<file path="src/hw/rtl/ett_pkg.sv">
// ett_pkg: shared constants, state type and leaf-to-item mapping for the
// event tournament tree. No dependencies.
`default_nettype none

package ett_pkg;

	localparam int NUM_ITEMS_DEF  = 384;
	localparam int TREE_DEPTH_DEF = 9;
	localparam int TIME_BITS_DEF  = 32;

	// control states of the top level sequencer
	typedef enum logic [1:0] {
		ETT_CLEAR,
		ETT_IDLE,
		ETT_CLIMB,
		ETT_HOLD
	} ett_state_t;

	// item that owns a leaf: single leaves map one to one, the rest in pairs
	function automatic logic [15:0] item_of_leaf(input logic [15:0] leaf,
		input logic [15:0] singles);
		if (leaf < singles) begin
			item_of_leaf = leaf;
		end else begin
			item_of_leaf = singles + ((leaf - singles) >> 1);
		end
	endfunction

endpackage

`default_nettype wire

</file>
<file path="src/hw/rtl/ett_cell.sv">
// ett_cell: one tree level; stores the entries of its level, reads the
// sibling of each update and hands the winner of the pair to the level above.
// Depends on ett_pkg.
`default_nettype none

module ett_cell
	import ett_pkg::*;
#(
	parameter int NUM_ITEMS  = NUM_ITEMS_DEF,
	parameter int TREE_DEPTH = TREE_DEPTH_DEF,
	parameter int TIME_BITS  = TIME_BITS_DEF,
	parameter int LEVEL      = 1
) (
	input  logic                  clk,
	input  logic                  arst_n,
	input  logic                  clr_en,
	input  logic [TREE_DEPTH-1:0] clr_addr,
	input  logic                  up_vld,
	input  logic [TREE_DEPTH-1:0] up_pos,
	input  logic [TIME_BITS-1:0]  up_time,
	input  logic [TREE_DEPTH-1:0] up_win,
	output logic                  par_vld,
	output logic [TREE_DEPTH-1:0] par_pos,
	output logic [TIME_BITS-1:0]  par_time,
	output logic [TREE_DEPTH-1:0] par_win
);

	localparam int SIZE    = 1 << LEVEL;
	localparam int SINGLES = 2 * NUM_ITEMS - (1 << TREE_DEPTH);
	localparam int EW      = TIME_BITS + TREE_DEPTH;

	logic [EW-1:0]         mem_q [SIZE];
	logic                  wr_en;
	logic [LEVEL-1:0]      wr_addr;
	logic [EW-1:0]         wr_data;
	logic [TREE_DEPTH-1:0] clr_leaf;
	logic [TREE_DEPTH-1:0] clr_win;
	logic                  vld_s1;
	logic [TREE_DEPTH-1:0] pos_s1;
	logic [TIME_BITS-1:0]  time_s1;
	logic [TREE_DEPTH-1:0] win_s1;
	logic [EW-1:0]         sib_s1;
	logic [TIME_BITS-1:0]  lt, rt, st;
	logic [TREE_DEPTH-1:0] lw, rw, sw;

	// leftmost leaf under the entry being cleared, and the item that owns it
	assign clr_leaf = TREE_DEPTH'(clr_addr[LEVEL-1:0]) << (TREE_DEPTH - LEVEL);
	assign clr_win  = TREE_DEPTH'(item_of_leaf(16'(clr_leaf), 16'(SINGLES)));

	always_comb begin
		if (clr_en) begin
			wr_en   = 1'b1;
			wr_addr = clr_addr[LEVEL-1:0];
			wr_data = {{TIME_BITS{1'b1}}, clr_win};
		end else begin
			wr_en   = up_vld;
			wr_addr = up_pos[LEVEL-1:0];
			wr_data = {up_time, up_win};
		end
	end

	always_ff @(posedge clk) begin
		if (wr_en) begin
			mem_q[wr_addr] <= wr_data;
		end
		sib_s1  <= mem_q[up_pos[LEVEL-1:0] ^ LEVEL'(1)];
		pos_s1  <= up_pos;
		time_s1 <= up_time;
		win_s1  <= up_win;
	end

	always_ff @(posedge clk or negedge arst_n) begin
		if (!arst_n) begin
			vld_s1 <= 1'b0;
		end else begin
			vld_s1 <= up_vld;
		end
	end

	// even position is the left child; ties go left
	assign st = sib_s1[EW-1:TREE_DEPTH];
	assign sw = sib_s1[TREE_DEPTH-1:0];

	always_comb begin
		if (pos_s1[0]) begin
			lt = st;
			lw = sw;
			rt = time_s1;
			rw = win_s1;
		end else begin
			lt = time_s1;
			lw = win_s1;
			rt = st;
			rw = sw;
		end
		if (lt <= rt) begin
			par_time = lt;
			par_win  = lw;
		end else begin
			par_time = rt;
			par_win  = rw;
		end
	end

	assign par_vld = vld_s1;
	assign par_pos = pos_s1 >> 1;

endmodule

`default_nettype wire

</file>
<file path="config.mk">
export PLATFORM = sky130hd
export DESIGN_NAME = ett_cell
export DESIGN_NICKNAME = d
export VERILOG_FILES = /design/src/hw/rtl/ett_pkg.sv /design/src/hw/rtl/ett_cell.sv
export SDC_FILE = /design/constraint.sdc
export NUM_CORES = 1
export LEC_CHECK = 0
export BUFFER_PORTS_ARGS = -buffer_cell sky130_fd_sc_hd__buf_2
export CORE_AREA = 4 4 116 118
export CTS_BUF_LIST = sky130_fd_sc_hd__clkbuf_4 sky130_fd_sc_hd__clkbuf_8 sky130_fd_sc_hd__clkbuf_16
export DETAILED_ROUTE_END_ITERATION = 16
export DIE_AREA = 0 0 120 122
export PLACE_DENSITY = 0.83
export SYNTH_ARGS = -nofsm -noshare
export SYNTH_HDL_FRONTEND = slang
export SYNTH_SLANG_ARGS = --single-unit
</file>
<file path="constraint.sdc">
create_clock -name clk -period 7.1 [get_ports clk]
set_clock_uncertainty 0.15 [all_clocks]
set_input_delay 0.71 -clock clk [delete_from_list [all_inputs] [get_ports clk]]
set_output_delay 0.71 -clock clk [all_outputs]
set_load 0.02 [all_outputs]
</file>
; Word-level counts from Yosys, hierarchy flattened
; Memories as Yosys holds them, arrays and structs flattened. A register that Yosys moved wholly into a read port is not among the register bits.
; Index checks and enable logic that the tools add are counted.
[totals]
wordCells = 22
n_memories = 1
inputBits = 63
reg_bits = 51
mem_bits_rw = 82
output_inout_bits = 51
[classes]
bitwise_logic = 1
order_cmp = 2
n_mux = 12
add_sub_neg = 2
[mem_list]
columns = name, words, width, rd, rd_ports_with_merged_regs, wr, line
row1 = mem_q, 2, 41, 1, 1, 1, ett_cell.sv:32  ; logic [EW-1:0] mem_q [SIZE];
[ops]
columns = cell, n
row1 = 32-bit two-way mux, 3
row2 = 41-bit two-way mux, 1
row3 = 9-bit two-way mux, 4
row4 = 32-bit <= comparator, 1
row5 = 9-bit by 9-bit subtractor with 10-bit output (second input constant), 1
row6 = 9-bit adder (first input constant), 1
row7 = 9-bit less-than comparator (second input constant), 1
row8 = 1-bit two-way mux, 4
row9 = 1-bit inverter, 1

; Longest topological paths before layout
; Gate-level depths: netlist (run 1).
[logic_depth]
depth_word = 4
mapped_depth = 15
ltp_nobuf = 10

; Least setup slack after synthesis (run 1)
; OpenSTA, ideal clock, no wires.
[synth_timing]
kind = input to register
start = in clr_en
end = mem mem_q[0][0] (netlist bit), enable pin
n_path_buf = 1
path_stages = 3
setup_time_ns = 0.496
arrival_time_ns = 3.947
path_slack_ns = 2.507
t_required_ns = 6.454
cell_sequence = clkbuf_1 > inv_1 > o21ai_0
[synth_between]
elab_chain_len = 3
word_cells_on_any_way = 4
classes_between = mux: 4
[synth_rtl]
columns = element, line
row1 = from (decl), ett_cell.sv:16  ; input logic clr_en,
row2 = 1-bit two-way mux, ett_cell.sv:51  ; if (clr_en) begin
row3 = 1-bit two-way mux, ett_cell.sv:63  ; if (wr_en) begin
row4 = 1-bit two-way mux (implied by the code), ett_cell.sv:64  ; mem_q[wr_addr] <= wr_data;
row5 = to (decl), ett_cell.sv:32
; Several ways; a longest one is shown, not always the timed one.

; Worst setup path in the final report (run 1)
[layout_timing]
start = reg pos_s1[0]
end = out par_win[1]
[layout_between]
elab_chain_len = 3
word_cells_on_any_way = 6
classes_between = order compare: 1 / mux: 5
[layout_rtl]
columns = element, line
row1 = from (decl), ett_cell.sv:39  ; logic [TREE_DEPTH-1:0] pos_s1;
row2 = from (signal assigned), ett_cell.sv:67  ; pos_s1 <= up_pos;
row3 = 32-bit two-way mux, ett_cell.sv:85  ; if (pos_s1[0]) begin
row4 = 32-bit <= comparator, ett_cell.sv:96  ; if (lt <= rt) begin
row5 = 9-bit two-way mux *, ett_cell.sv:96
row6 = to (decl), ett_cell.sv:25  ; output logic [TREE_DEPTH-1:0] par_win
; Every way passes the cells marked *; elsewhere a longest branch is shown, timed or not.

==> reports/summary.txt, run 1 <==
Outcome = completed
Post-synthesis mux area share = 16.5%
Startpoint class of the critical path = flop
Worst hold endpoint = pos_s1[4]$_DFF_P_
Detailed placer's ending HPWL = 9.76 mm
Core ar. = 12500 µm²
Gate Count Post-Synth = 566
Worst rel slew slack = 24.0%
Initial core utilization = 59.1%
Post-DRT Antenna Nets = 0
Vias per inst = 5.73
Final worst-path cycle share = 82.9%
Post-Route WL = 15.4 mm
Critical path arrival = 5.03 ns
Setup TNS = 0 ns
Mapped Area = 7370 µm²
Leak = 3.53 nW
N_diodes = 0
Commonest cells after routing, fill and taps aside = buf_2 (104), dfxtp_1 (90), a21oi_1 (82), edfxtp_1 (82), mux2_2 (71)
Crit. End Element = output pin
Final Wtd Congestion = 0.792
Main synth FF type = dfxtp_1
Bufs on Longest Clock Path = 2
Max Slew Vio Count = 0
Worst-Skew Late Latency = 0.43 ns
Total track usage = 21.5%
Final setup viols = 0
Leading cell type in the layout, fill and taps excluded = buf_2
Final min period = 5.89 ns
Fillers = 879
Max VDD drop = 187 µV
Largest net degree at the start of global routing = 64
Crit-path max FO = 63
Nets = 749
Clock sinks = 174
TritonCTS clock tree = built
DR vias = 4816
Total congestion overflow = 0
IO Port Bufs = 104
Hold Crit Start = up_pos[4]
H-Tree Depth = 4
Setup ws final = 1.21 ns
Number of synthesized flops with an enable pin = 82
Main combinational cell family by area after synthesis = multiplexers
Number of global-route vias before repair = 5116
WL/cell = 18.4 µm
Die ar. = 14600 µm²
Inserted Clock Buffers = 17
# resized after CTS = 0
Starting DRT DRC Count = 272
Hold Crit Depth = 1
Simple-Gate Fraction of Synth Area = 6.99%
Synth Area in Adders = 5.26%
Fmax = 0.170 GHz
Post-Synth XOR/XNOR Area = 0.221%
Max-cap violations = 0
Post-synthesis compound-gate area fraction = 9.42%
TritonRoute pass-1 iters = 4
Required time of the critical path = 6.24 ns
Class of the worst hold path = input pin to flop
Pre-CTS worst setup slack = 1.69 ns
CTS Root Cell = clkbuf_16
Synthesis Warnings = 0
Die X = 120 µm
Cell variety after synth = 50
Row count = 41
Reg-to-reg endpoint = sib_s1[19]$_DFF_P_
FF-to-FF setup slack = 6.18 ns
Reg2reg start = mem_q[0][19]$_DFFE_PP_
Initial antenna violation count = 0
Hold Vio Cnt, Final = 0
Yosys reg bits = 174
Post-CTS Hold Buffers = 1
First-pass GRT wire length = 24.4 mm
Power Density = 315 nW/µm²
Register-to-Register Path Depth = 1
Avg Cell Area, Syn = 13.0 µm²
Layout cells sized above 1 = 38.6%
Clock-pin slew on the worst setup and hold paths = 0.06 ns
Setup bufs post-CTS = 0
Critical path type = flop to output pin
DRC Markers = 0
Async SR Flop Fraction = 0.575%
Syn-to-layout area delta = 16.3%
Worst Tran Pin Value = 1.14 ns
Seq/Total Area, Yosys = 58.5%
Unrepaired setup endpoints after global routing = false
Mapped Nets = 660
Die Ht = 122 µm
Top-level I/O count = 114
[routing by layer]
| metal | vias to the layer above | GRT usage, % | wire (µm) |
|---|---|---|---|
| li1 | 2290 | - | - |
| met1 | 2352 | 25.1 | 6280 |
| met2 | 144 | 37.0 | 7880 |
| met3 | 30 | 5.66 | 915 |
| met4 | 0 | 10.7 | 362 |
| met5 | - | 0 | 0 |
[cells by family after synthesis]
| logic type | count (synthesis) |
|---|---|
| buf+inv | 46 |
| fa+ha+maj | 31 |
| simple gates | 87 |
| mux | 113 |
| xor+xnor | 1 |
| flops | 174 |
| other cells | 1 |
| compound gates | 113 |
[how the worst max path moves through the flow]
stage                     slack (ns)              start                     to
after floorplan                 2.51             clr_en  mem_q[0][0]$_DFFE_PP_
after global placement          1.74  pos_s1[0]$_DFF_P_             par_win[2]
after detailed placement        1.69  pos_s1[0]$_DFF_P_             par_win[2]
after CTS                       1.19  pos_s1[0]$_DFF_P_             par_win[1]
after global routing            0.96  pos_s1[0]$_DFF_P_             par_win[1]
final                           1.21  pos_s1[0]$_DFF_P_             par_win[1]
[registers in the layout, summed over array words and instances, names as in the netlist]
name	count
sib_s1	41
time_s1	32
win_s1	9
mem_q	82
par_vld	1
pos_s1	9
[critical path, cell delays in order, from the launching register on]
cell     delay (ns)
dfxtp_4        1.00
buf_4          0.41
mux2_2         0.39
ha_1           0.34
a21o_1         0.19
a221o_1        0.32
nand2_1        0.12
nand3_2        0.14
or2_1          0.67
and3_4         0.45
a221o_1        0.37
buf_2          0.17
[final cells by class]
class                           count  area [µm²]  area share (%)
Inverter                            5        18.8           0.219
Sequential cell                   174        4310            50.3
Tap cell                          172         215            2.51
Multi-Input combinational cell    346        2870            33.4
Clock buffer                       20         478            5.57
Clock inverter                     12         106            1.24
Timing Repair Buffer              111         576            6.71
[synth_stat cells (2+ instances only)]
master | instances | area, µm²
nor2_1 | 7 | 26.3
inv_1 | 5 | 18.8
a221o_1 | 10 | 100
mux2_2 | 71 | 800
ha_1 | 31 | 388
nand2_1 | 11 | 41.3
dfxtp_1 | 91 | 1820
or2_2 | 32 | 200
nor3_1 | 4 | 20.0
mux2i_1 | 42 | 420
buf_2 | 5 | 25.0
and2_1 | 2 | 12.5
o21ai_0 | 5 | 25.0
nor4_1 | 2 | 12.5
edfxtp_1 | 82 | 2460
nor2b_1 | 8 | 50.1
nand4_1 | 8 | 50.1
nand3_1 | 5 | 25.0
buf_1 | 6 | 22.5
buf_4 | 10 | 75.1
a21oi_1 | 83 | 415
clkbuf_1 | 18 | 67.6
[metrics by stage]
step | hold WS (ns) | instances | utilization [%] | power, mW | instance area (µm²)
6_report | 0.228 | 840 | 68.8 | 2.70 | 8570
3_3_place_gp | 0.299 | 807 | 64.0 | 1.79 | 7980
3_5_place_dp | 0.306 | 807 | 64.0 | 1.82 | 7980
2_1_floorplan | 0.264 | 566 | - | 1.62 | 7370
5_1_grt | 0.215 | 840 | 68.8 | 2.82 | 8570
4_1_cts | 0.220 | 840 | 68.8 | 2.71 | 8570
[power breakdown]
part	internal [mW]	total [mW]	leakage, nW	switching [mW]
clock	0.523	0.901	0.292	0.378
combinational	0.229	0.613	1.65	0.385
sequential	1.15	1.19	1.59	0.0416
No activity file was read; power rests on OpenSTA's default activity.
==> run 2: changes to the inputs <==
--- a/config.mk
+++ b/config.mk
@@ -6,11 +6,11 @@
 export NUM_CORES = 1
 export LEC_CHECK = 0
 export BUFFER_PORTS_ARGS = -buffer_cell sky130_fd_sc_hd__buf_2
-export CORE_AREA = 4 4 116 118
+export CORE_AREA = 4 4 119 121
 export CTS_BUF_LIST = sky130_fd_sc_hd__clkbuf_4 sky130_fd_sc_hd__clkbuf_8 sky130_fd_sc_hd__clkbuf_16
 export DETAILED_ROUTE_END_ITERATION = 16
-export DIE_AREA = 0 0 120 122
-export PLACE_DENSITY = 0.83
+export DIE_AREA = 0 0 123 125
+export PLACE_DENSITY = 0.79
 export SYNTH_ARGS = -nofsm -noshare
 export SYNTH_HDL_FRONTEND = slang
 export SYNTH_SLANG_ARGS = --single-unit
==> constraint.sdc (replaced) <==
create_clock -name clk -period 5.65 [get_ports clk]
set_clock_uncertainty 0.15 [all_clocks]
set_input_delay 0.565 -clock clk [delete_from_list [all_inputs] [get_ports clk]]
set_output_delay 0.565 -clock clk [all_outputs]
set_load 0.02 [all_outputs]
==> reports/summary.txt, run 2 (same netlist as run 1, synthesis figures left out) <==
Largest net degree at the start of global routing = 70
Max-cap violations = 0
Row count = 42
Vias per inst = 5.68
Outcome = completed
Total track usage = 20.7%
Routing usage on met1 = 25.0%
# resized after CTS = 0
Number of flip-flops in the largest register = 82
TritonCTS clock tree = built
Combinational share of power = 22.8%
Required time of the critical path = 4.93 ns
Leading cell type in the layout, fill and taps excluded = buf_2
Reg power frac = 43.1%
Critical path arrival = 4.37 ns
Fin area = 8650 µm²
Critical path type = flop to output pin
Met2 GRT Util = 35.6%
Fillers = 983
Inserted Clock Buffers = 17
Detailed placer's ending HPWL = 9.78 mm
Multi-input logic area = 2870 µm²
Post-DRT Antenna Nets = 0
Fin cells = 849
Total congestion overflow = 0
Worst Tran Pin Value = 1.16 ns
Setup TNS = 0 ns
First-pass GRT wire length = 24.8 mm
Die ar. = 15400 µm²
N_diodes = 0
H-Tree Depth = 4
Nets = 754
WL/cell = 18.2 µm
Final min period = 5.08 ns
TritonRoute pass-1 iters = 5
Clock sinks = 174
DRC Markers = 0
Bufs on Longest Clock Path = 2
Worst-Skew Late Latency = 0.42 ns
Leak = 3.56 nW
Final setup viols = 0
CTS Root Cell = clkbuf_16
Starting DRT DRC Count = 282
Hold Vio Cnt, Final = 0
Crit-path max FO = 36
Max Slew Vio Count = 0
Final worst-path cycle share = 90.0%
Register with the most flip-flops = mem_q
Fmax = 0.197 GHz
Power Density = 399 nW/µm²
Top-level I/O count = 114
Worst rel slew slack = 22.5%
Max VDD drop = 244 µV
P_sw = 1.01 mW
DR vias = 4822
FF+latch area = 4310 µm²
Most used routing layer in global routing = met2
Layout cells sized above 1 = 39.1%
Clock-pin slew on the worst setup and hold paths = 0.06 ns
Cell Area, Placed = 8020 µm²
Number of global-route vias before repair = 5093
Unrepaired setup endpoints after global routing = false
Switching Share = 29.3%
Met3 Use GR = 4.88%
IO Port Bufs = 104
Hold slack = 0.0889 ns
Design internal power = 2.44 mW
Die X = 123 µm
Initial core utilization = 56.3%
Crit. End Element = output pin
Clk pwr share = 34.1%
Syn-to-layout area delta = 17.4%
Die Ht = 125 µm
Dpl cells = 815
Post-Route WL = 15.5 mm
Commonest cells after routing, fill and taps aside = buf_2 (104), dfxtp_1 (90), a21oi_1 (82), edfxtp_1 (82), mux2_2 (71)
Startpoint class of the critical path = flop
Top Registers = mem_q (82), sib_s1 (41), time_s1 (32)
Core ar. = 13100 µm²
Class of the worst hold path = input pin to flop
Final Wtd Congestion = 0.808
Initial antenna violation count = 0
[run 2: per-stage QoR]
| step | power [mW] | util, % | worst slack, ns |
|---|---|---|---|
| after floorplan | 2.04 | - | 1.20 |
| after global placement | 2.26 | 61.3 | 0.930 |
| after detailed placement | 2.29 | 61.3 | 0.821 |
| after CTS | 3.47 | 66.0 | 0.290 |
| after global routing | 3.60 | 66.1 | 0.329 |
| final | 3.45 | 66.1 | 0.567 |
[run 2: final cells by class]
cell class              count  area share, %
clock inverters            12           1.52
clock buffers              20           5.52
inverters                   5          0.217
multi-input cells         346           33.1
well taps                 176           2.54
repair buffers            116           7.23
flip-flops and latches    174           49.8
[run 2: final timing paths]
| path | cells after the start | from | slack [ns] | to |
|---|---|---|---|---|
| worst max-delay path | 11 | pos_s1[0]$_DFF_P_ | 0.57 | par_win[2] |
| worst min-delay path | 1 | up_pos[4] | 0.09 | pos_s1[4]$_DFF_P_ |
| worst max register to register | 1 | mem_q[1][2]$_DFFE_PP_ | 4.74 | sib_s1[2]$_DFF_P_ |
| worst min register to register | 1 | mem_q[0][15]$_DFFE_PP_ | 0.32 | sib_s1[15]$_DFF_P_ |
| max in group asynchronous | 2 | arst_n | 4.95 | par_vld$_DFF_PN0_ |
| min in group asynchronous | 2 | arst_n | 0.31 | par_vld$_DFF_PN0_ |
[run 2: worst max-delay path, stage by stage (launching register included)]
cell	delay (ns)
dfxtp_4	0.72
buf_12	0.31
mux2_2	0.38
ha_1	0.33
nand2_1	0.08
o21ai_1	0.08
o2bb2ai_1	0.13
a2111o_1	0.44
or2_1	0.52
and3_4	0.38
a221o_1	0.37
buf_2	0.17
[run 2: metal layers]
metal | up-vias | routed length [µm]
met2 | 120 | 7980
met3 | 23 | 651
met4 | 0 | 339
li1 | 2293 | -
met5 | - | 0
met1 | 2386 | 6500
[run 2: power by group through the flow]
stage / combinational [mW] / clock, mW / sequential (mW)
2_1_floorplan: 0.544 / 0 / 1.50
3_3_place_gp: 0.753 / 0 / 1.51
3_5_place_dp: 0.773 / 0 / 1.52
4_1_cts: 0.782 / 1.20 / 1.49
5_1_grt: 0.854 / 1.25 / 1.50
6_report: 0.786 / 1.18 / 1.49
[run 2: repair_timing]
action / in CTS / in global routing
hold buffers: 1 / 0
endpoints found under the setup margin: 0 / 1
endpoints found under the hold margin: 1 / 0
setup buffers: 0 / 1
==> run 3: changes to the inputs <==
--- a/config.mk
+++ b/config.mk
@@ -5,12 +5,13 @@
 export SDC_FILE = /design/constraint.sdc
 export NUM_CORES = 1
 export LEC_CHECK = 0
+export ABC_AREA = 1
 export BUFFER_PORTS_ARGS = -buffer_cell sky130_fd_sc_hd__buf_2
-export CORE_AREA = 4 4 119 121
+export CORE_AREA = 4 4 124 126
 export CTS_BUF_LIST = sky130_fd_sc_hd__clkbuf_4 sky130_fd_sc_hd__clkbuf_8 sky130_fd_sc_hd__clkbuf_16
 export DETAILED_ROUTE_END_ITERATION = 16
-export DIE_AREA = 0 0 123 125
-export PLACE_DENSITY = 0.79
+export DIE_AREA = 0 0 128 130
+export PLACE_DENSITY = 0.78
 export SYNTH_ARGS = -nofsm -noshare
 export SYNTH_HDL_FRONTEND = slang
 export SYNTH_SLANG_ARGS = --single-unit
==> reports/summary.txt, run 3 <==
DRC Markers = 0
Power Density = 374 nW/µm²
Reg-to-reg endpoint = sib_s1[9]$_DFF_P_
Design internal power = 2.47 mW
Switching Share = 27.8%
Leak = 4.43 nW
Area contributors post-synth = edfxtp_1 (31%), dfxtp_1 (23%), nand2_1 (11%)
Clk pwr share = 36.8%
Layout cells sized above 1 = 28.0%
Required time of the critical path = 4.93 ns
Critical path arrival = 3.84 ns
Fmax = 0.219 GHz
Fin cells = 1161
Final setup viols = 0
Total track usage = 19.8%
Register-to-Register Path Depth = 2
TritonRoute pass-1 iters = 5
Max Slew Vio Count = 0
Area leader, netlist = edfxtp_1
Setup bufs post-CTS = 0
Detailed placer's ending HPWL = 10.2 mm
Outcome = completed
Commonest cells after routing, fill and taps aside = nand2_1 (233), buf_2 (104), inv_1 (93)
Reg2reg start = mem_q[0][9]$_DFFE_PP_
Reg power frac = 43.5%
Die ar. = 16600 µm²
Cell variety after synth = 34
FF+latch area = 4310 µm²
Fillers = 1177
Worst path most repeated cell = nand2_1
Initial core utilization = 55.8%
Main synth FF type = dfxtp_1
Final worst-path cycle share = 80.7%
Worst-Skew Late Latency = 0.42 ns
Die X = 128 µm
Total congestion overflow = 0
Initial antenna violation count = 1
Setup TNS = 0 ns
Post-DRT Antenna Nets = 0
Max-cap violations = 0
Crit-path max cell delay = 0.74 ns
Row count = 44
Leading cell type in the layout, fill and taps excluded = nand2_1
Largest net degree at the start of global routing = 68
FF-to-FF setup slack = 4.85 ns
Max VDD drop = 295 µV
Number of synthesized flops with an enable pin = 82
CP startpoint = pos_s1[0]$_DFF_P_
Nets = 1058
Crit-path max FO = 67
Avg Cell Area, Syn = 9.05 µm²
Post-Route WL = 15.9 mm
IO Port Bufs = 104
Number of global-route vias before repair = 5460
Worst rel slew slack = 45.0%
Synthesis Warnings = 0
TritonCTS clock tree = built
CTS Root Cell = clkbuf_16
Mapped Nets = 976
Die Ht = 130 µm
Multi-input logic area = 3000 µm²
Inserted Clock Buffers = 17
Bufs on Longest Clock Path = 2
Dpl cells = 1128
H-Tree Depth = 4
Final min period = 4.56 ns
Worst-path cell with the longest stage delay = dfxtp_4
Worst Tran Pin Value = 0.825 ns
Mapped Area = 7980 µm²
Core ar. = 14300 µm²
Top-level I/O count = 114
Most frequent cell after synthesis = nand2_1
P_sw = 0.949 mW
Syn-to-layout area delta = 14.5%
Gate Count Post-Synth = 882
Most common library cells after synthesis = nand2_1 (233), inv_1 (93), dfxtp_1 (91)
Top Registers = mem_q (82), sib_s1 (41), time_s1 (32)
WL/cell = 13.7 µm
Unrepaired setup endpoints after global routing = false
Async SR Flop Fraction = 0.575%
Crit path capture = par_time[31]
Final Wtd Congestion = 0.777
Seq/Total Area, Yosys = 54.0%
Cell Chain, Critical Path = buf_4 > o21ai_0 > ha_1 > a21oi_1 > nand2_1 > nand2_1 > a21oi_2 > nor2_2 > nand2_8 > nand2_8 > nand2_1 > nand2_1 > buf_2
Vias per inst = 4.93
First-pass GRT wire length = 25.5 mm
Number of flip-flops in the largest register = 82
Startpoint class of the critical path = flop
Clock-pin slew on the worst setup and hold paths = 0.06 ns
Combinational share of power = 19.7%
Starting DRT DRC Count = 289
Hold Vio Cnt, Final = 0
Register with the most flip-flops = mem_q
Synth top area share = 30.8%
Crit. End Element = output pin
DR vias = 5726
N_diodes = 0
Class of the worst hold path = input pin to flop
Critical path type = flop to output pin
Clock sinks = 174
Hold Crit Start = up_pos[1]
Yosys reg bits = 174
## run 3: worst min-delay path by stage
stage,endpoint,cells after the start
2_1_floorplan,par_vld$_DFF_PN0_,0
3_3_place_gp,par_vld$_DFF_PN0_,1
3_5_place_dp,par_vld$_DFF_PN0_,1
4_1_cts,pos_s1[2]$_DFF_P_,1
5_1_grt,pos_s1[1]$_DFF_P_,1
6_report,pos_s1[1]$_DFF_P_,1
## run 3: per-layer routing
| layer | vias up | track usage (%) | share of wire (%) |
|---|---|---|---|
| li1 | 2971 | - | - |
| met1 | 2615 | 24.4 | 44 |
| met2 | 107 | 34.0 | 50 |
| met3 | 31 | 4.42 | 4.6 |
| met4 | 2 | 7.62 | 1.9 |
| met5 | - | 0 | 0.082 |
## run 3: layout make-up
cell class | count | share of cell area, %
Sequential cell | 174 | 47.2
Clock inverter | 12 | 2.08
Tap cell | 184 | 2.52
Timing Repair Buffer | 115 | 6.62
Clock buffer | 20 | 4.97
Multi-Input combinational cell | 562 | 32.8
Inverter | 94 | 3.86
## run 3: cell families (layout without fill, tap and decap cells)
group	Yosys count	after routing	share of synthesized area, %
AND/OR/NAND/NOR	431	431	26.1
adder cells (fa/ha/maj)	31	31	4.86
other	1	1	0.0470
buffers and inverters	146	241	8.68
flip-flops	174	174	54.0
AO/OA/AOI/OAI	99	99	6.35
## run 3: metrics by stage
step	setup WS [ns]	hold slack, ns	instance area [µm²]	util [%]	total power [mW]
6_report	1.09	0.0910	9140	63.9	3.42
5_1_grt	0.764	0.0818	9140	63.9	3.59
4_1_cts	1.05	0.0759	9140	63.9	3.45
3_5_place_dp	1.53	0.194	8490	59.3	2.19
3_3_place_gp	1.60	0.189	8490	59.3	2.17
2_1_floorplan	2.26	0.119	7980	-	2.03
## run 3: power by group through the flow
stage          logic [mW]  clock network [mW]  registers [mW]
2_1_floorplan       0.527                   0            1.50
3_3_place_gp        0.661                   0            1.51
5_1_grt             0.751                1.33            1.50
3_5_place_dp        0.675                   0            1.52
4_1_cts             0.681                1.28            1.49
6_report            0.672                1.26            1.49
## run 3: repair_timing
| action | in CTS | in global routing |
|---|---|---|
| resized for setup | 0 | 0 |
| hold endpoints to repair | 1 | 0 |
| hold buffers | 1 | 0 |
## run 3: critical path, delay by kind of cell (launching register included)
family,cells,cell delay (ns)
compound gates,3,0.46
simple gates,7,1.33
flops,1,0.74
fa+ha+maj,1,0.36
buf+inv,2,0.51
